<file path="src/sv/imte_pkg.sv">
package imte_pkg;

    typedef logic [3:0] op_t;

    localparam op_t OP_SIZE  = 4'd0;
    localparam op_t OP_WRITE = 4'd1;
    localparam op_t OP_READ  = 4'd2;
    localparam op_t OP_SWAPC = 4'd3;
    localparam op_t OP_ROWS  = 4'd4;
    localparam op_t OP_COLS  = 4'd5;
    localparam op_t OP_REVR  = 4'd6;
    localparam op_t OP_REVC  = 4'd7;
    localparam op_t OP_DIAGS = 4'd8;
    localparam op_t OP_DIAGR = 4'd9;
    localparam op_t OP_MIRLR = 4'd10;
    localparam op_t OP_MIRTB = 4'd11;
    localparam op_t OP_TRANS = 4'd12;
    localparam op_t OP_ROT   = 4'd13;
    localparam op_t OP_NBR   = 4'd14;
    localparam op_t OP_NOP   = 4'd15;

    // loop counters and coordinates; one more bit than a size
    localparam int CW = 6;
    localparam int QDEPTH = 2;

    typedef struct packed {
        op_t        op;
        logic       ok;
        logic [3:0] ra;
        logic [3:0] ca;
        logic [3:0] rb;
        logic [3:0] cb;
        logic [4:0] dm;
        logic       neg;
        logic [4:0] rows;
        logic [4:0] cols;
        logic [7:0] pixel;
    } cmd_t;

endpackage

</file>
<file path="src/sv/imte_front.sv">
module imte_front import imte_pkg::*; #(
    parameter int MAX_DIM = 16
) (
    input  logic        clk,
    input  logic        rst_n,
    input  logic        s_tvalid,
    output logic        s_tready,
    input  logic [39:0] s_tdata,
    input  logic [3:0]  s_tuser,
    input  logic        full,
    output logic        push,
    output cmd_t        cmd
);

    localparam logic [5:0] DIM_LIM = (MAX_DIM > 31) ? 6'd31 : 6'(MAX_DIM);

    logic [4:0] rows_reg, rows_next;
    logic [4:0] cols_reg, cols_next;
    logic [3:0] ra, ca, rb, cb;
    logic [4:0] dv, sr, sc, dm;
    logic       a_in, b_in, sq, dg_ok, sz_ok, nb_ok, ok;

    assign ra = s_tdata[3:0];
    assign ca = s_tdata[7:4];
    assign rb = s_tdata[11:8];
    assign cb = s_tdata[15:12];
    assign dv = s_tdata[20:16];
    assign sr = s_tdata[25:21];
    assign sc = s_tdata[30:26];

    assign s_tready = !full;
    assign push     = s_tvalid && !full;

    assign dm    = dv[4] ? 5'(5'd0 - dv) : dv;
    assign a_in  = ({1'b0, ra} < rows_reg) && ({1'b0, ca} < cols_reg);
    assign b_in  = ({1'b0, rb} < rows_reg) && ({1'b0, cb} < cols_reg);
    assign sq    = (rows_reg == cols_reg);
    assign dg_ok = sq && (dm < rows_reg);
    assign sz_ok = (sr != 5'd0) && ({1'b0, sr} <= DIM_LIM)
                && (sc != 5'd0) && ({1'b0, sc} <= DIM_LIM);
    assign nb_ok = (ra != 4'd0) && (({1'b0, ra} + 5'd1) < rows_reg)
                && (ca != 4'd0) && (({1'b0, ca} + 5'd1) < cols_reg)
                && (rb != 4'd0) && (({1'b0, rb} + 5'd1) < rows_reg)
                && (cb != 4'd0) && (({1'b0, cb} + 5'd1) < cols_reg);

    always_comb
    begin
        unique case (s_tuser)
            OP_SIZE:                     ok = sz_ok;
            OP_WRITE, OP_READ:           ok = a_in;
            OP_SWAPC:                    ok = a_in && b_in;
            OP_ROWS:                     ok = ({1'b0, ra} < rows_reg) && ({1'b0, rb} < rows_reg);
            OP_COLS:                     ok = ({1'b0, ca} < cols_reg) && ({1'b0, cb} < cols_reg);
            OP_REVR:                     ok = ({1'b0, ra} < rows_reg);
            OP_REVC:                     ok = ({1'b0, ca} < cols_reg);
            OP_DIAGS, OP_DIAGR:          ok = dg_ok;
            OP_MIRLR, OP_MIRTB, OP_ROT:  ok = 1'b1;
            OP_TRANS:                    ok = sq;
            OP_NBR:                      ok = nb_ok;
            default:                     ok = 1'b0;
        endcase
    end

    always_comb
    begin
        cmd.op    = s_tuser;
        cmd.ok    = ok;
        cmd.ra    = ra;
        cmd.ca    = ca;
        cmd.rb    = rb;
        cmd.cb    = cb;
        cmd.dm    = dm;
        cmd.neg   = dv[4];
        cmd.rows  = rows_reg;
        cmd.cols  = cols_reg;
        cmd.pixel = s_tdata[38:31];
    end

    // shadow of the image size as seen after all queued commands
    always_comb
    begin
        rows_next = rows_reg;
        cols_next = cols_reg;
        if (push && s_tuser == OP_SIZE && sz_ok)
        begin
            rows_next = sr;
            cols_next = sc;
        end
        else if (push && s_tuser == OP_ROT)
        begin
            rows_next = cols_reg;
            cols_next = rows_reg;
        end
    end

    always_ff @(posedge clk or negedge rst_n)
    begin
        if (!rst_n)
        begin
            rows_reg <= 5'd0;
            cols_reg <= 5'd0;
        end
        else
        begin
            rows_reg <= rows_next;
            cols_reg <= cols_next;
        end
    end

endmodule

</file>
<file path="config.mk">
export PLATFORM = sky130hd
export DESIGN_NAME = imte_front
export DESIGN_NICKNAME = d
export VERILOG_FILES = /design/src/sv/imte_pkg.sv /design/src/sv/imte_front.sv
export SDC_FILE = /design/constraint.sdc
export NUM_CORES = 1
export LEC_CHECK = 0
export BUFFER_PORTS_ARGS = -buffer_cell sky130_fd_sc_hd__buf_2
export CORE_MARGIN = 1
export CORE_UTILIZATION = 48
export DETAILED_ROUTE_END_ITERATION = 8
export PLACE_DENSITY = 0.83
export SETUP_SLACK_MARGIN = 0.15
export SYNTH_ARGS = -nofsm -noshare
export SYNTH_HDL_FRONTEND = slang
export SYNTH_SLANG_ARGS = --single-unit
</file>
<file path="constraint.sdc">
create_clock -name clk -period 2.6 [get_ports clk]
set_clock_uncertainty 0.05 [all_clocks]
set_input_delay 0.26 -clock clk [delete_from_list [all_inputs] [get_ports clk]]
set_output_delay 0.26 -clock clk [all_outputs]
set_load 0.03 [all_outputs]
</file>
=== Yosys cells after proc, flatten, opt, wreduce, memory -nomap -nowiden ===
Cells that the tools add are included.

* Add/subtract/negate cells: 5
* Magnitude comparators: 11
* Equal/unequal tests: 15
* Muxes and demuxes: 6
* Reductions and logical operators: 32

{| class="wikitable"
|+ Operators with widths
! cell !! count
|-
| $eq 4x4->1 const B || 7
|-
| $lt 5x5->1 || 5
|-
| $mux 5 || 5
|-
| $add 4x1->5 const B || 4
|-
| $logic_and 1x1->1 || 20
|-
| $lt 4x5->1 || 4
|-
| $eq 4x3->1 const B || 4
|-
| $reduce_bool 4->1 || 4
|-
| $pmux 1 s11 || 1
|-
| $le 5x5->1 const B || 2
|-
| $reduce_bool 5->1 || 2
|-
| $eq 4x2->1 const B || 2
|-
| $eq 5x5->1 || 1
|-
| $sub 1x5->5 const A || 1
|-
| $eq 4x1->1 const B || 1
|-
| $logic_not 4->1 || 1
|-
| $reduce_or 2->1 || 2
|-
| $reduce_or 3->1 || 1
|-
| $reduce_bool 2->1 || 1
|-
| $logic_not 1->1 || 1
|}

* Register bits after elaboration: 10
* Bits of input ports: 48
* Output and inout bits: 47
* Word-level logic and storage cells: 71

=== Longest topological paths before layout ===
* Word-level depth: 10
* Mapped depth: 11
* Mapped depth without buffers: 10

=== Least setup slack after synthesis ===
Ideal clock, no wire load.

* Path kind: input to output
* From: in s_tdata[17]
* To: out cmd[40] (netlist bit)
* Arrival time: 2.344 ns
* Required time: 2.290 ns
* Slack: -0.054 ns
* Stages on the path: 8
* Path buffers: 1
* Cell sequence: inv_1 -> ha_1 -> nor4bb_1 -> ha_1 -> nand2_1 -> o221ai_1 -> nand4_1 -> buf_4

{| class="wikitable"
|+ RTL lines
! element !! RTL line !! RTL
|-
| start: declaration || imte_front.sv:8 || <nowiki>input logic [39:0] s_tdata,</nowiki>
|-
| end: declaration || imte_front.sv:12 || <nowiki>output cmd_t cmd</nowiki>
|}

==> impl_metrics.yaml <==
min_path:
  min_from: "s_tdata[27]"
  whs_path_depth: 3
  hp-class: "primary input to flop"
  hold_path_end: "cols_reg[1]"
setup_path:
  crit_chain: "inv_2 -> ha_4 -> a22oi_2 -> nor4bb_2 -> and3_1 -> o2111ai_1 -> or3_1 -> nand4_1 -> buf_6"
  worst_setup_path_start_kind: "flop"
  cp_num_buf_inv: 2
  reg2reg_from: "cols_reg[4]"
  arrival_ns: 2.19
  cp_slowest_cell: "dfrtp_2"
  r2r-end: "rows_reg[4]"
  path_class: "flop to output pin"
  reg2reg_depth: 4
  end_kind: "output pin"
  slowest_delay_ns: 0.42
  path_delay_family: "simple AND/OR/NAND/NOR gates"
  worst-path-max-fanout: 2
  rrSetupSlack_ns: 1.56
  crit_required_ns: 2.29
die:
  dieArea_um2: 4360
  die_x_um: 66.0
  ios: 95
  rows: 22
  core_area_um2: 3800
  fp.dieH_um: 66.0
  initial_core_util: 0.518
drt:
  drtIter0Drc: 102
  remaining_drc_errors: 0
  wl_per_cell_um: 13.9
  drt_wl_total_um: 5010
  vias: 1986
  vias_per_cell: 5.50
  drt_first_pass_iters: 4
  antenna_left: 0
synth:
  syn_avg_cell_area_um2: 7.90
  synthCells: 249
  synthDistinctLibCells: 40
  synth_edf_count: 0
  synth_top_family_by_area: "adder cells"
  synth-xor-area-share: 0.0757
  ys_ff_latch: 10
  synthArstFlopShare: 1.00
  ys_warn_count: 0
  syn_nets: 338
  synth_fa_ha_area_frac: 0.261
  synthMuxAreaShare: 0.00509
  yosys.area_share.simple: 0.151
  syn_area_um2: 1970
  synth_ff_type: "dfrtp_1"
  yosysSeqAreaShare: 0.127
  synth_compound_area_frac: 0.208
power_and_ir_drop:
  p_int_mw: 0.764
  swShare: 0.481
  peakVddDrop_uv: 671
  share_seq_of_total_power: 0.193
  power_leakage_nw: 1.28
  clockPowerShare: 0.131
  p_per_area_nw_per_um2: 597
  p_switching_mw: 0.709
  pwr-share-comb: 0.676
finish:
  mostFrequentLayoutCells: "buf_2 (74), ha_1 (37), inv_1 (18), nor2_1 (18), a21oi_1 (18)"
  fin_util: 0.650
  fin_area_um2: 2470
  diodes: 0
  nets: 403
  mostFrequentLayoutCell: "buf_2"
  synthToLayoutAreaGrowth_pct: 25.5
  drive_above_1_share: 0.383
  fin_cells: 361
place:
  placement.setup.worst_slack_ns: -0.119
  port_buffers: 77
  place_area_um2: 2240
  numPlacedInstances: 348
  gp_congestion: 0.853
  dpl.hpwl_um: 3890
timing:
  fin_ws_ns: 0.0961
  rsz0062_at_grt: "yes"
  min_period_ns: 2.50
  period_share: 0.963
  relSlewSlack: 0.699
  timing.final.hold_violations: 0
  worst_pin_slew_ns: 0.447
  tns_ns: 0
  slew_violations: 0
  finalSetupViolations: 0
  max_clock_freq_mhz: 399
global_route:
  grt_overflow: 0
  groute.usage.overall: 0.239
  grt_pass1_wl_um: 8140
  grt_busiest_layer: "met2"
  met1_usage: 0.307
  grt_max_degree: 13
  antenna_found_initial: 0
  grt_pass1_vias: 1832
  grt_use_met2: 0.431
  gr-usage-met3: 0.0121
clock_network:
  h-tree-depth: 1
  cts_tree: "yes"
  cts_buffer_depth: 2
  cts_buffers: 3
  clk_latency_ns: 0.23
  path_clk_slew_ns: 0.05
  clkSinkCount: 10
  root_buffer: "clkbuf_8"
status:
  status: "completed"
run:
  cap_viol_max_count: 0
-- worst min-delay path, stage by stage --
cell and delay (ns):
buf_2 0.09, o22ai_1 0.08, a21oi_1 0.13
-- metrics by stage --
step                      total power, mW  hold WS (ns)
after floorplan                     0.920       -0.0856
after global placement               1.13        0.0774
after detailed placement             1.16        0.0810
after CTS                            1.44         0.310
after global routing                 1.61         0.323
final                                1.47         0.315
-- timing repair --
| action | CTS | global route |
|---|---|---|
| resized for setup | 23 | 7 |
| pin swaps | 8 | 1 |
| hold buffers | 1 | 0 |
| endpoints found under the hold margin | 10 | 0 |
| endpoints found under the setup margin | 1 | 1 |
| setup buffers | 6 | 2 |
-- Yosys cell counts, types with 3 or more instances --
library cell | n | area [um2]
nor2_1 | 18 | 67.6
a21oi_1 | 18 | 90.1
nand2b_1 | 4 | 25.0
a21o_1 | 3 | 22.5
a21boi_0 | 4 | 30.0
xor2_1 | 7 | 61.3
ha_1 | 41 | 513
nand3_1 | 6 | 30.0
xnor2_1 | 10 | 87.6
nor4_1 | 5 | 31.3
dfrtp_1 | 10 | 250
o21ai_0 | 13 | 65.1
nand4_1 | 3 | 18.8
buf_4 | 32 | 240
inv_1 | 23 | 86.3
and3_1 | 5 | 31.3
o22ai_1 | 9 | 56.3
nand2_1 | 10 | 37.5
-- area by class of cell --
cell class	instances	area (um2)
multi-input cells	181	1450
fillers	341	1330
repair buffers	95	549
flip-flops and latches	10	256
inverters	23	93.8
well taps	48	60.1
clock buffers	4	55.1
-- cell families after synthesis --
kind of cell / after synthesis
AOI/OAI and AO/OA: 63
muxes: 1
adders and majority gates: 41
xor gates and xnor gates: 17
buffers and inverters: 58
DFF: 10
and+or+nand+nor: 59
-- power groups by stage --
| stage | Sequential [mW] | Combinational (mW) | Clock [mW] |
|---|---|---|---|
| finish | 0.285 | 0.996 | 0.193 |
| global route | 0.291 | 1.11 | 0.203 |
| CTS | 0.279 | 0.969 | 0.196 |
| detailed placement | 0.300 | 0.860 | 0 |
| global placement | 0.299 | 0.829 | 0 |
| floorplan | 0.362 | 0.558 | 0 |
-- metal layers --
metal | part of all wire | vias up
met2 | 0.49 | 96
li1 | - | 986
met1 | 0.42 | 898
met5 | 0 | -
met4 | 0.012 | 0
met3 | 0.078 | 6
-- how the worst max path moves through the flow --
stage                startpoint       to  slack, ns  depth (start not counted)
floorplan           rows_reg[3]  cmd[40]       0.20                          9
global placement     s_tdata[0]  cmd[40]      -0.03                         11
detailed placement   s_tdata[0]  cmd[40]      -0.12                         11
CTS                 rows_reg[4]  cmd[40]       0.11                          9
global route        rows_reg[4]  cmd[40]       0.06                          9
finish              rows_reg[4]  cmd[40]        0.1                          9
Power figures use the tool's default switching activity.
