## src/sv/imte_pkg.sv

```systemverilog
package imte_pkg;

    typedef logic [3:0] op_t;

    localparam op_t OP_SIZE  = 4'd0;
    localparam op_t OP_WRITE = 4'd1;
    localparam op_t OP_READ  = 4'd2;
    localparam op_t OP_SWAPC = 4'd3;
    localparam op_t OP_ROWS  = 4'd4;
    localparam op_t OP_COLS  = 4'd5;
    localparam op_t OP_REVR  = 4'd6;
    localparam op_t OP_REVC  = 4'd7;
    localparam op_t OP_DIAGS = 4'd8;
    localparam op_t OP_DIAGR = 4'd9;
    localparam op_t OP_MIRLR = 4'd10;
    localparam op_t OP_MIRTB = 4'd11;
    localparam op_t OP_TRANS = 4'd12;
    localparam op_t OP_ROT   = 4'd13;
    localparam op_t OP_NBR   = 4'd14;
    localparam op_t OP_NOP   = 4'd15;

    // loop counters and coordinates; one more bit than a size
    localparam int CW = 6;
    localparam int QDEPTH = 2;

    typedef struct packed {
        op_t        op;
        logic       ok;
        logic [3:0] ra;
        logic [3:0] ca;
        logic [3:0] rb;
        logic [3:0] cb;
        logic [4:0] dm;
        logic       neg;
        logic [4:0] rows;
        logic [4:0] cols;
        logic [7:0] pixel;
    } cmd_t;

endpackage

```

## src/sv/imte_fifo.sv

```systemverilog
module imte_fifo import imte_pkg::*; (
    input  logic clk,
    input  logic rst_n,
    input  logic push,
    input  cmd_t cmd_in,
    output logic full,
    input  logic pop,
    output cmd_t cmd_out,
    output logic empty
);

    localparam int PW = $clog2(QDEPTH);

    cmd_t            entry_reg [QDEPTH];
    logic [PW-1:0]   wr_ptr_reg, rd_ptr_reg;
    logic [PW:0]     count_reg, count_next;

    assign full    = (count_reg == (PW+1)'(QDEPTH));
    assign empty   = (count_reg == '0);
    assign cmd_out = entry_reg[rd_ptr_reg];

    always_comb
    begin
        count_next = count_reg;
        if (push && !pop)
        begin
            count_next = count_reg + 1'b1;
        end
        else if (pop && !push)
        begin
            count_next = count_reg - 1'b1;
        end
    end

    always_ff @(posedge clk)
    begin
        if (push)
        begin
            entry_reg[wr_ptr_reg] <= cmd_in;
        end
    end

    always_ff @(posedge clk or negedge rst_n)
    begin
        if (!rst_n)
        begin
            wr_ptr_reg <= '0;
            rd_ptr_reg <= '0;
            count_reg  <= '0;
        end
        else
        begin
            if (push)
            begin
                wr_ptr_reg <= (wr_ptr_reg == PW'(QDEPTH - 1)) ? '0 : wr_ptr_reg + 1'b1;
            end
            if (pop)
            begin
                rd_ptr_reg <= (rd_ptr_reg == PW'(QDEPTH - 1)) ? '0 : rd_ptr_reg + 1'b1;
            end
            count_reg <= count_next;
        end
    end

    a_no_overflow: assert property (@(posedge clk) disable iff (!rst_n)
        !(push && full && !pop))
        else $error("queue written while full");

    a_no_underflow: assert property (@(posedge clk) disable iff (!rst_n)
        !(pop && empty))
        else $error("queue read while empty");

    a_count_bound: assert property (@(posedge clk) disable iff (!rst_n)
        count_reg <= (PW+1)'(QDEPTH))
        else $error("queue count out of range");

endmodule

```

## config.mk

```make
export PLATFORM = sky130hd
export DESIGN_NAME = imte_fifo
export DESIGN_NICKNAME = d
export VERILOG_FILES = /design/src/sv/imte_pkg.sv /design/src/sv/imte_fifo.sv
export SDC_FILE = /design/constraint.sdc
export NUM_CORES = 1
export LEC_CHECK = 0
export BUFFER_PORTS_ARGS = -buffer_cell sky130_fd_sc_hd__buf_2
export CAP_MARGIN = 20
export CORE_MARGIN = 10
export CORE_UTILIZATION = 35
export CTS_CLUSTER_SIZE = 12
export DETAILED_ROUTE_END_ITERATION = 8
export HOLD_SLACK_MARGIN = 0.12
export SYNTH_ARGS = -nofsm -noshare
export SYNTH_HDL_FRONTEND = slang
export SYNTH_SLANG_ARGS = --single-unit
```

## constraint.sdc

```tcl
create_clock -name clk -period 3.4 [get_ports clk]
set_clock_uncertainty 0.05 [all_clocks]
set_input_delay 0.34 -clock clk [delete_from_list [all_inputs] [get_ports clk]]
set_output_delay 0.34 -clock clk [all_outputs]
set_load 0.02 [all_outputs]
```

-- Yosys cells after proc, flatten, opt, wreduce, memory -nomap -nowiden
Memory sizes are Yosys's and may differ from the RTL's.
Cells that the tools add are included.
- reductions and logical operators: 6
- muxes and demuxes: 6
- equality and inequality tests: 1
- add/sub/neg operators: 4
- operators by type and width (cell ; count):
    2-to-1 mux 1 bit ; 4
    2-to-1 mux 2 bit ; 2
    adder 1 bit (second input constant) ; 2
    adder 2 x 1 -> 2 bit (second input constant) ; 1
    equality test 2 bit (second input constant) ; 1
    logical AND 1 bit ; 2
    zero test 1 bit ; 2
    zero test 2 bit ; 1
    nonzero test 2 bit ; 1
    subtractor 2 x 1 -> 2 bit (second input constant) ; 1
- input port bits: 49
- output and inout port bits: 47
- logic and storage cells: 21
- RAM bits: 90
- memories kept: 1
- register bits after elaboration: 4
- memories (memory ; words ; bits a word ; read ports ; clocked after Yosys merged registers in ; write ports ; RTL line ; text):
    entry_reg ; 2 ; 45 ; 1 ; 0 ; 1 ; imte_fifo.sv:14 ; cmd_t entry_reg [QDEPTH];

-- Logic depth before layout (Yosys ltp)
Gate-level depths: netlist of the first run.
- depth after elaboration: 4
- mapped depth: 5
- depth with buffers taken out: 5

-- Least setup slack after synthesis of the first run
No wires, ideal clock.
- path type: register -> register
- start: reg wr_ptr_reg
- end: mem entry_reg[0][0] in the netlist's numbering (enable)
- path buffers: 0
- cell stages (with the launch flop): 2
- data arrival time: 2.413 ns
- slack: 0.484 ns
- period minus slack after synthesis: 2.916 ns
- setup time: 0.453 ns
- data required time: 2.897 ns
- cell sequence: dfrtp_1 > nor2b_1
- RTL lines (item ; RTL line ; text):
    start: declaration ; imte_fifo.sv:15 ; logic [PW-1:0] wr_ptr_reg, rd_ptr_reg;
    start signal: assignment ; imte_fifo.sv:55 ; wr_ptr_reg <= (wr_ptr_reg == PW'(QDEPTH - 1)) ? '0 : wr_ptr_reg + 1'b1;
    end: declaration ; imte_fifo.sv:14 ;
No word-level cell before the write port.

==> results_dict.tcl, run 1 <==
set metrics [dict create \
    yosysMostFrequentCell "edfxtp_1" \
    cp.arrival_ns 2.01 \
    path_max_fanout 27 \
    nFillCells 909 \
    clockRootBuffer "clkbuf_8" \
    clk_path_buf_depth 2 \
    cap_violations 0 \
    placed_area_um2 4250 \
    netlist_instances 156 \
    syn_to_final_growth_pct 33.4 \
    fin_crit_sh_pct 70.5 \
    status "complete, no violations" \
    required_ns 3.01 \
    synth_area_um2 3630 \
    ys_types 13 \
    slew_viol_final 0 \
    crit_type "flip-flop to primary output" \
    synthTopCellsByCount "edfxtp_1, mux2_4, mux2_2" \
    grt_pass1_vias 2188 \
    clk_latency_ns 0.35 \
    die_height_um 122 \
    swShare_pct 32.9 \
    worst_pin_slew_ns 0.713 \
    grt_pass1_wl_um 11200 \
    cts_htree_levels 3 \
    io_pins 96 \
    layout-drive-gt1-share_pct 50.6 \
    io_buffers 95 \
    finalHoldViolations 0 \
    diodes 0 \
    dieArea_um2 14900 \
    vias 1877 \
    p_int_w 0.00244 \
    slew_headroom_pct 52.4 \
    cts_buffers 9 \
    period_minus_slack_ns 2.40 \
    p_clk_share_pct 17.0 \
    first_iter_violations 74 \
    syn_nets 206 \
    largest_reg_flops 90 \
    tritoncts "built" \
    first_pass_iters 4 \
    hp-class "primary input to flip-flop" \
    cts_setup_buffers 0 \
    start_util_pct 35.5 \
    p_comb_share_pct 37.0 \
    synthFlopType "edfxtp_1" \
    wl_um 7120 \
    yosysWarnings 0 \
    fmax_mhz 417 \
    design_area_um2 4850 \
    synth_edf_count 90 \
    drc 0 \
    grt_max_degree 28 \
    finalSetupTns_ns 0 \
    ir_worst_vdd_mv 0.313 \
    wl_per_cell_um 16.0 \
    clock-sinks 94 \
    gp_congestion 0.688 \
    start_kind "flip-flop" \
    rows 37 \
    nets 355 \
    vias_per_cell 4.21 \
    ys_top_cells_by_area "edfxtp_1, mux2_4, dfrtp_1" \
    power.leakage_nw 1.95 \
    ys_seq_elements 94 \
    drtAntennaViolNets 0 \
    ys_seq_area_share_pct 77.1 \
    die_w_um 122 \
    clk_pin_slew_ns 0.09 \
    synth_async_sr_flop_share_pct 4.26 \
    avgSynthCellArea_um2 23.3 \
    p_sw_w 0.00120 \
    yosys.area.top_type "edfxtp_1" \
    end_kind "primary output" \
    pwr-share-seq_pct 45.9 \
    antenna_found_initial 0 \
    core_area_um2 10200 \
    synth_top_area_share_pct 74.4 \
    setup_viol 0 \
    grt_overflow 0 \
    rsz0062_at_grt "false" \
    grt_usage_pct 9.87 \
    p_per_area_nw_per_um2 750 \
]
-- cell families (layout without fill, tap and decap cells) --
logic type / Yosys count / after routing / synth area share (%)
buffers and inverters: 6 / 160 / 2.62
adder cells (fa/ha/maj): 1 / 1 / 0.344
flip-flops: 94 / 94 / 77.1
multiplexers: 45 / 45 / 18.0
AND/OR/NAND/NOR: 5 / 5 / 0.723
XOR/XNOR: 5 / 5 / 1.21
-- path summary, 6_finish.rpt --
path,endpoint,startpoint,cells after the start,slack (ns)
setup / recovery,cmd_out[30],rd_ptr_reg$_DFFE_PN0P_,3,1.00
hold / removal,entry_reg[0][28]$_DFFE_PP_,cmd_in[28],1,0.15
setup reg to reg,entry_reg[1][44]$_DFFE_PP_,wr_ptr_reg$_DFFE_PN0P_,2,1.65
hold reg to reg,count_reg[1]$_DFFE_PN0P_,count_reg[1]$_DFFE_PN0P_,1,0.46
max in group asynchronous,rd_ptr_reg$_DFFE_PN0P_,rst_n,2,2.89
min in group asynchronous,count_reg[1]$_DFFE_PN0P_,rst_n,2,0.27
-- cell usage in the layout, fill, tap and decap left out, types with 2 or more instances in the layout --
cell and count:
mux2_4 39, clkinv_2 2, buf_2 95, dfrtp_1 3
dlygate4sd3_1 45, buf_12 2, edfxtp_1 90, xor2_1 4
clkbuf_1 5, clkbuf_8 9, mux2_2 6, nor2_1 2
-- power groups by stage --
| stage | registers, W | clock network, W | logic (W) |
|---|---|---|---|
| 2_1_floorplan | 0.00162 | 0 | 0.00109 |
| 5_1_grt | 0.00170 | 0.000691 | 0.00144 |
| 6_report | 0.00167 | 0.000620 | 0.00135 |
| 3_5_place_dp | 0.00170 | 0 | 0.00134 |
| 3_3_place_gp | 0.00169 | 0 | 0.00134 |
| 4_1_cts | 0.00168 | 0.000643 | 0.00138 |
-- what timing repair did --
action / in CTS / in global routing
hold endpoints to repair: 88 / 2
resized for setup: 0 / 0
endpoints found under the setup margin: 0 / 0
hold buffers: 44 / 1
-- metrics by stage --
stage / utilization, % / power (W) / instances / hold slack, ns / setup WS, ns
finish: 47.4 / 0.00364 / 446 / 0.151 / 1.00
global route: 47.4 / 0.00384 / 446 / 0.127 / 0.861
CTS: 47.3 / 0.00371 / 445 / 0.121 / 0.921
detailed placement: 41.5 / 0.00304 / 385 / 0.106 / 1.33
global placement: 41.5 / 0.00304 / 385 / 0.103 / 1.32
floorplan: - / 0.00271 / 156 / -0.00559 / 0.484
-- final cells by class --
class,instances,area [µm²],area share [%]
inverter,1,3.75,0.0774
clock buffer,14,143,2.94
multi-input combinational,56,744,15.4
sequential,94,2800,57.8
timing repair buffer,143,973,20.1
clock inverter,2,10.0,0.206
tap,136,170,3.51
-- layer usage --
metal  GRT usage [%]  share of wire, %  vias up
met1            10.8                40      905
met2            16.3                50       57
li1                -                 -      902
met5               0                 0        -
met4            4.10               1.9        0
met3            4.44               8.0       13
-- critical path: stages, from the launching register on --
cell	delay (ns)
dfrtp_2	0.80
buf_12	0.32
mux2_2	0.37
buf_2	0.16
Power figures use the tool's default switching activity.
==> run 2: changes to the inputs <==
==> constraint.sdc (replaced) <==
create_clock -name clk -period 2.4 [get_ports clk]
set_clock_uncertainty 0.05 [all_clocks]
set_input_delay 0.24 -clock clk [delete_from_list [all_inputs] [get_ports clk]]
set_output_delay 0.24 -clock clk [all_outputs]
set_load 0.02 [all_outputs]
==> results_dict.tcl, run 2 (synthesis results as in run 1) <==
set metrics [dict create \
    status "complete, no violations" \
    design_area_um2 4930 \
    syn_to_final_growth_pct 35.6 \
    cp.arrival_ns 1.66 \
    placed_area_um2 4260 \
    finalSetupTns_ns 0 \
    path_max_fanout 15 \
    mostFrequentLayoutCell "buf_2" \
    busiest_layer "met2" \
    cts_setup_buffers 0 \
    io_buffers 95 \
    met2_usage_pct 16.4 \
    grt_util_met3_pct 3.24 \
    layout-drive-gt1-share_pct 50.5 \
    clk_pin_slew_ns 0.08 \
    rr_endpoint "entry_reg[1][7]$_DFFE_PP_" \
    cap_violations 0 \
    hp-class "primary input to async pin" \
    clk_path_buf_depth 2 \
    grtUsageMet1_pct 10.5 \
    largest_reg_flops 90 \
    io_pins 96 \
    first_pass_iters 4 \
    grt_max_degree 28 \
    start_util_pct 35.5 \
    grt_pass1_wl_um 11000 \
    regArea_um2 2800 \
    rows 37 \
    crit_type "flip-flop to primary output" \
    vias 1912 \
    wl_per_cell_um 15.3 \
    p_per_area_nw_per_um2 1070 \
    dp.final_hpwl_um 4670 \
    cts_htree_levels 3 \
    die_height_um 122 \
    cts_buffers 9 \
    rsz0062_at_grt "false" \
    nets 360 \
    final_cell_mix "buf_2, edfxtp_1, dlygate4sd3_1, mux2_4, clkbuf_8" \
    start_kind "flip-flop" \
    antenna_found_initial 0 \
    multi_input_area_um2 744 \
    core_area_um2 10200 \
    drc 0 \
    setup_viol 0 \
    report.power.total_w 0.00528 \
    worst_pin_slew_ns 0.522 \
    dieArea_um2 14900 \
    power.leakage_nw 1.99 \
    fin_crit_sh_pct 81.4 \
    clockRootBuffer "clkbuf_8" \
    drtAntennaViolNets 0 \
    wl_um 6920 \
    placedCellCount 387 \
    die_w_um 122 \
    required_ns 2.11 \
    slew_viol_final 0 \
    slew_headroom_pct 65.2 \
    gp_congestion 0.672 \
    cts_resized 0 \
    clock-sinks 94 \
    first_iter_violations 57 \
    reg2reg_depth 2 \
    fin_cells 451 \
    nFillCells 890 \
    tritoncts "built" \
    period_minus_slack_ns 1.95 \
    clk_latency_ns 0.34 \
    fmax_mhz 512 \
    grt_usage_pct 9.72 \
    vias_per_cell 4.24 \
    reg2reg_slack_ns 0.84 \
    finalHoldViolations 0 \
    grt_pass1_vias 2178 \
    diodes 0 \
    ir_worst_vdd_mv 0.525 \
    worstReg2RegStart "wr_ptr_reg$_DFFE_PN0P_" \
    end_kind "primary output" \
    grt_overflow 0 \
]
[run 2: cell types whose count changed in the layout (fill, tap and decap cells not counted), sizes merged]
| cell | change |
|---|---|
| buf | +2 |
| bufinv | +1 |
| clkinv | -1 |
| dlygate4sd3 | +3 |
[run 2: final cells by class]
| type | count | share of cell area, % |
|---|---|---|
| sequential | 94 | 56.9 |
| timing repair buffer | 148 | 20.7 |
| multi-input combinational | 56 | 15.1 |
| tap | 136 | 3.45 |
| clock buffer | 14 | 3.10 |
| clock inverter | 2 | 0.686 |
| inverter | 1 | 0.0762 |
[run 2: power breakdown]
part / internal (W) / switching, W
Sequential: 0.00218 / 0.000116
Combinational: 0.000921 / 0.00108
Clock: 0.000509 / 0.000478
Total: 0.00361 / 0.00167
[run 2: per-layer routing]
layer  vias up  share of wire, %
met3        11               7.0
met1       926                39
met4         0               2.0
li1        913                 -
met2        62                52
met5         -                 0
[run 2: worst max-delay path by stage]
stage | endpoint | cells after the start | slack [ns] | from
floorplan | entry_reg[0][0]$_DFFE_PP_ | 1 | 0.35 | wr_ptr_reg$_DFFE_PN0P_
detailed placement | cmd_out[29] | 3 | 0.79 | rd_ptr_reg$_DFFE_PN0P_
global placement | cmd_out[25] | 3 | 0.81 | rd_ptr_reg$_DFFE_PN0P_
global route | cmd_out[25] | 3 | 0.34 | rd_ptr_reg$_DFFE_PN0P_
CTS | cmd_out[29] | 3 | 0.39 | rd_ptr_reg$_DFFE_PN0P_
finish | cmd_out[29] | 3 | 0.45 | rd_ptr_reg$_DFFE_PN0P_
[run 2: timing repair]
action,4_1_cts,5_1_grt
endpoints found under the setup margin,0,0
hold buffers,48,0
endpoints found under the hold margin,96,0
[run 2: stage by stage]
step	worst slack [ns]	hold WS (ns)	utilization, %
3_5_place_dp	0.792	0.0172	41.6
5_1_grt	0.341	0.176	48.2
6_report	0.446	0.185	48.2
4_1_cts	0.388	0.158	48.2
2_1_floorplan	0.346	-0.106	-
3_3_place_gp	0.806	0.00543	41.6
[run 2: critical path, cell delays in order, from the launching register on]
cell and delay, ns:
dfrtp_2 0.47, buf_4 0.32, mux2_2 0.37, buf_2 0.16
==> run 3: changes to the inputs <==
--- a/config.mk
+++ b/config.mk
@@ -5,6 +5,7 @@
 export SDC_FILE = /design/constraint.sdc
 export NUM_CORES = 1
 export LEC_CHECK = 0
+export ABC_AREA = 1
 export BUFFER_PORTS_ARGS = -buffer_cell sky130_fd_sc_hd__buf_2
 export CAP_MARGIN = 20
 export CORE_MARGIN = 10
==> constraint.sdc (replaced) <==
create_clock -name clk -period 1.7 [get_ports clk]
set_clock_uncertainty 0.05 [all_clocks]
set_input_delay 0.17 -clock clk [delete_from_list [all_inputs] [get_ports clk]]
set_output_delay 0.17 -clock clk [all_outputs]
set_load 0.02 [all_outputs]
==> results_dict.tcl, run 3 <==
set metrics [dict create \
    nets 377 \
    setup_ws_ns -0.0801 \
    required_ns 1.48 \
    synth_async_sr_flop_share_pct 4.26 \
    p_comb_share_pct 44.4 \
    fmax_mhz 562 \
    layout-drive-gt1-share_pct 50.3 \
    synth_adder_area_share_pct 0.342 \
    swShare_pct 30.5 \
    cts_buffers 9 \
    largest_reg_flops 90 \
    grt_max_degree 32 \
    hp-start "cmd_in[44]" \
    first_iter_violations 45 \
    finalSetupTns_ns -0.888 \
    core_area_um2 10200 \
    p_int_w 0.00593 \
    critical-path-slowest-cell "dfrtp_2" \
    mostFrequentLayoutCell "edfxtp_1" \
    tritoncts "built" \
    drtAntennaViolNets 0 \
    crit_type "flip-flop to primary output" \
    final_cell_mix "edfxtp_1, buf_2, dlygate4sd3_1, mux2_4, buf_6" \
    dieArea_um2 14900 \
    holdWs_ns 0.482 \
    dp_slack_ns 0.309 \
    synthMuxAreaShare_pct 17.9 \
    setup_viol 21 \
    vias 1996 \
    syn_to_final_growth_pct 46.7 \
    finalHoldViolations 0 \
    cap_violations 0 \
    p_clk_share_pct 17.8 \
    grt_pass1_vias 2263 \
    clk_pin_slew_ns 0.08 \
    slew_headroom_pct 85.9 \
    cts_htree_levels 3 \
    io_buffers 95 \
    status "complete, but fails checks" \
    path_max_fanout 5 \
    yosysMostFrequentCell "edfxtp_1" \
    netlist_instances 165 \
    yosysWarnings 0 \
    nFillCells 837 \
    grt_overflow 0 \
    synth_area_um2 3650 \
    syn_nets 215 \
    yosys.area_share.simple_pct 1.13 \
    end_kind "primary output" \
    finish.utilization_pct 52.4 \
    worst_pin_slew_ns 0.212 \
    die_height_um 122 \
    wl_per_cell_um 16.0 \
    antenna_found_initial 0 \
    grt_pass1_wl_um 11500 \
    io_pins 96 \
    clockRootBuffer "clkbuf_8" \
    start_kind "flip-flop" \
    hp-class "primary input to flip-flop" \
    clk_path_buf_depth 2 \
    failed_checks "setup timing" \
    cp.arrival_ns 1.56 \
    synth-compound-area-share_pct 0 \
    yosys.area.top_type "edfxtp_1" \
    ys_seq_elements 94 \
    p_sw_w 0.00260 \
    slowest_delay_ns 0.44 \
    rsz0062_at_grt "true" \
    wl_um 7470 \
    vias_per_cell 4.26 \
    rows 37 \
    gp_congestion 0.689 \
    synth_top_area_share_pct 74.0 \
    ys_seq_area_share_pct 76.7 \
    p_per_area_nw_per_um2 1590 \
    drc 0 \
    ir_worst_vdd_mv 0.851 \
    clk_latency_ns 0.35 \
    diodes 0 \
    synthTopCellsByCount "edfxtp_1, mux2_4, inv_1" \
    first_pass_iters 4 \
    critPathLaunch "rd_ptr_reg$_DFFE_PN0P_" \
    grt_usage_pct 10.2 \
    ys_top_cells_by_area "edfxtp_1, mux2_4, dfrtp_1" \
    synth_edf_count 90 \
    dp.final_hpwl_um 4690 \
    avgSynthCellArea_um2 22.1 \
    design_area_um2 5360 \
    pwr-share-seq_pct 37.8 \
    start_util_pct 35.7 \
    fin_crit_sh_pct 105 \
    slew_viol_final 0 \
    worstReg2RegStart "wr_ptr_reg$_DFFE_PN0P_" \
    synthXorXnorAreaFrac_pct 0.719 \
    clock-sinks 94 \
    synthFlopType "edfxtp_1" \
    synth_top_family_by_area "multiplexers" \
    ys_types 14 \
    die_w_um 122 \
    placed_area_um2 4320 \
    power.leakage_nw 2.17 \
    period_minus_slack_ns 1.78 \
    worstPathCellList "buf_4 > clkbuf_16 > mux2_4 > buf_6" \
]
==> run 3: changes by cell type after synthesis, sizes merged, moves of 2 or more <==
| cell | delta |
|---|---|
| inv | +6 |
| nand2 | +5 |
| nor2b | -2 |
| xor2 | -2 |
==> run 3: metrics by stage <==
step	instances	power, W
after global routing	468	0.00896
after CTS	467	0.00848
after floorplan	165	0.00543
final	468	0.00852
after detailed placement	397	0.00618
after global placement	397	0.00615
==> run 3: cells by family (layout without fill, tap and decap cells) <==
| group | Yosys count | count (layout) |
|---|---|---|
| adder cells (fa/ha/maj) | 1 | 1 |
| multiplexers | 45 | 45 |
| AND/OR/NAND/NOR | 10 | 10 |
| XOR/XNOR | 3 | 3 |
| flip-flops | 94 | 94 |
| buffers and inverters | 12 | 179 |
==> run 3: critical path: cells and delay by family, from the launching register on <==
kind     cells  cell delay, ns
buf+inv      3            0.45
flops        1            0.44
mux          1            0.31
==> run 3: final timing paths <==
kind	to	slack [ns]	depth (start not counted)
worst max-delay path	cmd_out[10]	-0.08	4
max in group asynchronous	rd_ptr_reg$_DFFE_PN0P_	0.76	3
worst min-delay path	entry_reg[1][44]$_DFFE_PP_	0.48	2
min in group asynchronous	wr_ptr_reg$_DFFE_PN0P_	0.65	3
worst min register to register	count_reg[1]$_DFFE_PN0P_	0.49	2
worst max register to register	entry_reg[1][40]$_DFFE_PP_	0.46	3
==> run 3: power by group through the flow <==
stage / Combinational, W / Sequential (W) / Clock [W]
after floorplan: 0.00219 / 0.00324 / 0
after global placement: 0.00290 / 0.00325 / 0
after detailed placement: 0.00290 / 0.00329 / 0
after CTS: 0.00367 / 0.00323 / 0.00158
after global routing: 0.00401 / 0.00327 / 0.00168
final: 0.00378 / 0.00322 / 0.00152
==> run 3: per-layer routing <==
layer,part of all wire (%),vias up,track usage [%]
met2,51,62,17.3
met5,0,-,0
met3,7.5,9,4.16
met1,40,966,11.0
li1,-,959,-
met4,1.7,0,4.64
==> run 3: what timing repair did <==
action,4_1_cts,5_1_grt
buffers inserted,3,0
setup endpoints to repair,37,45
endpoints found under the hold margin,96,0
cloned,2,1
hold buffers,49,0
resized for setup,65,17
==> run 3: area by class of cell <==
type                    count  area, µm²  area share (%)
inverters                   7       30.0           0.560
clock buffers              10        128            2.38
flip-flops and latches     94       2800            52.3
well taps                 136        170            3.18
multi-input cells          59        741            13.8
repair buffers            156       1410            26.3
clock inverters             6       76.3            1.42
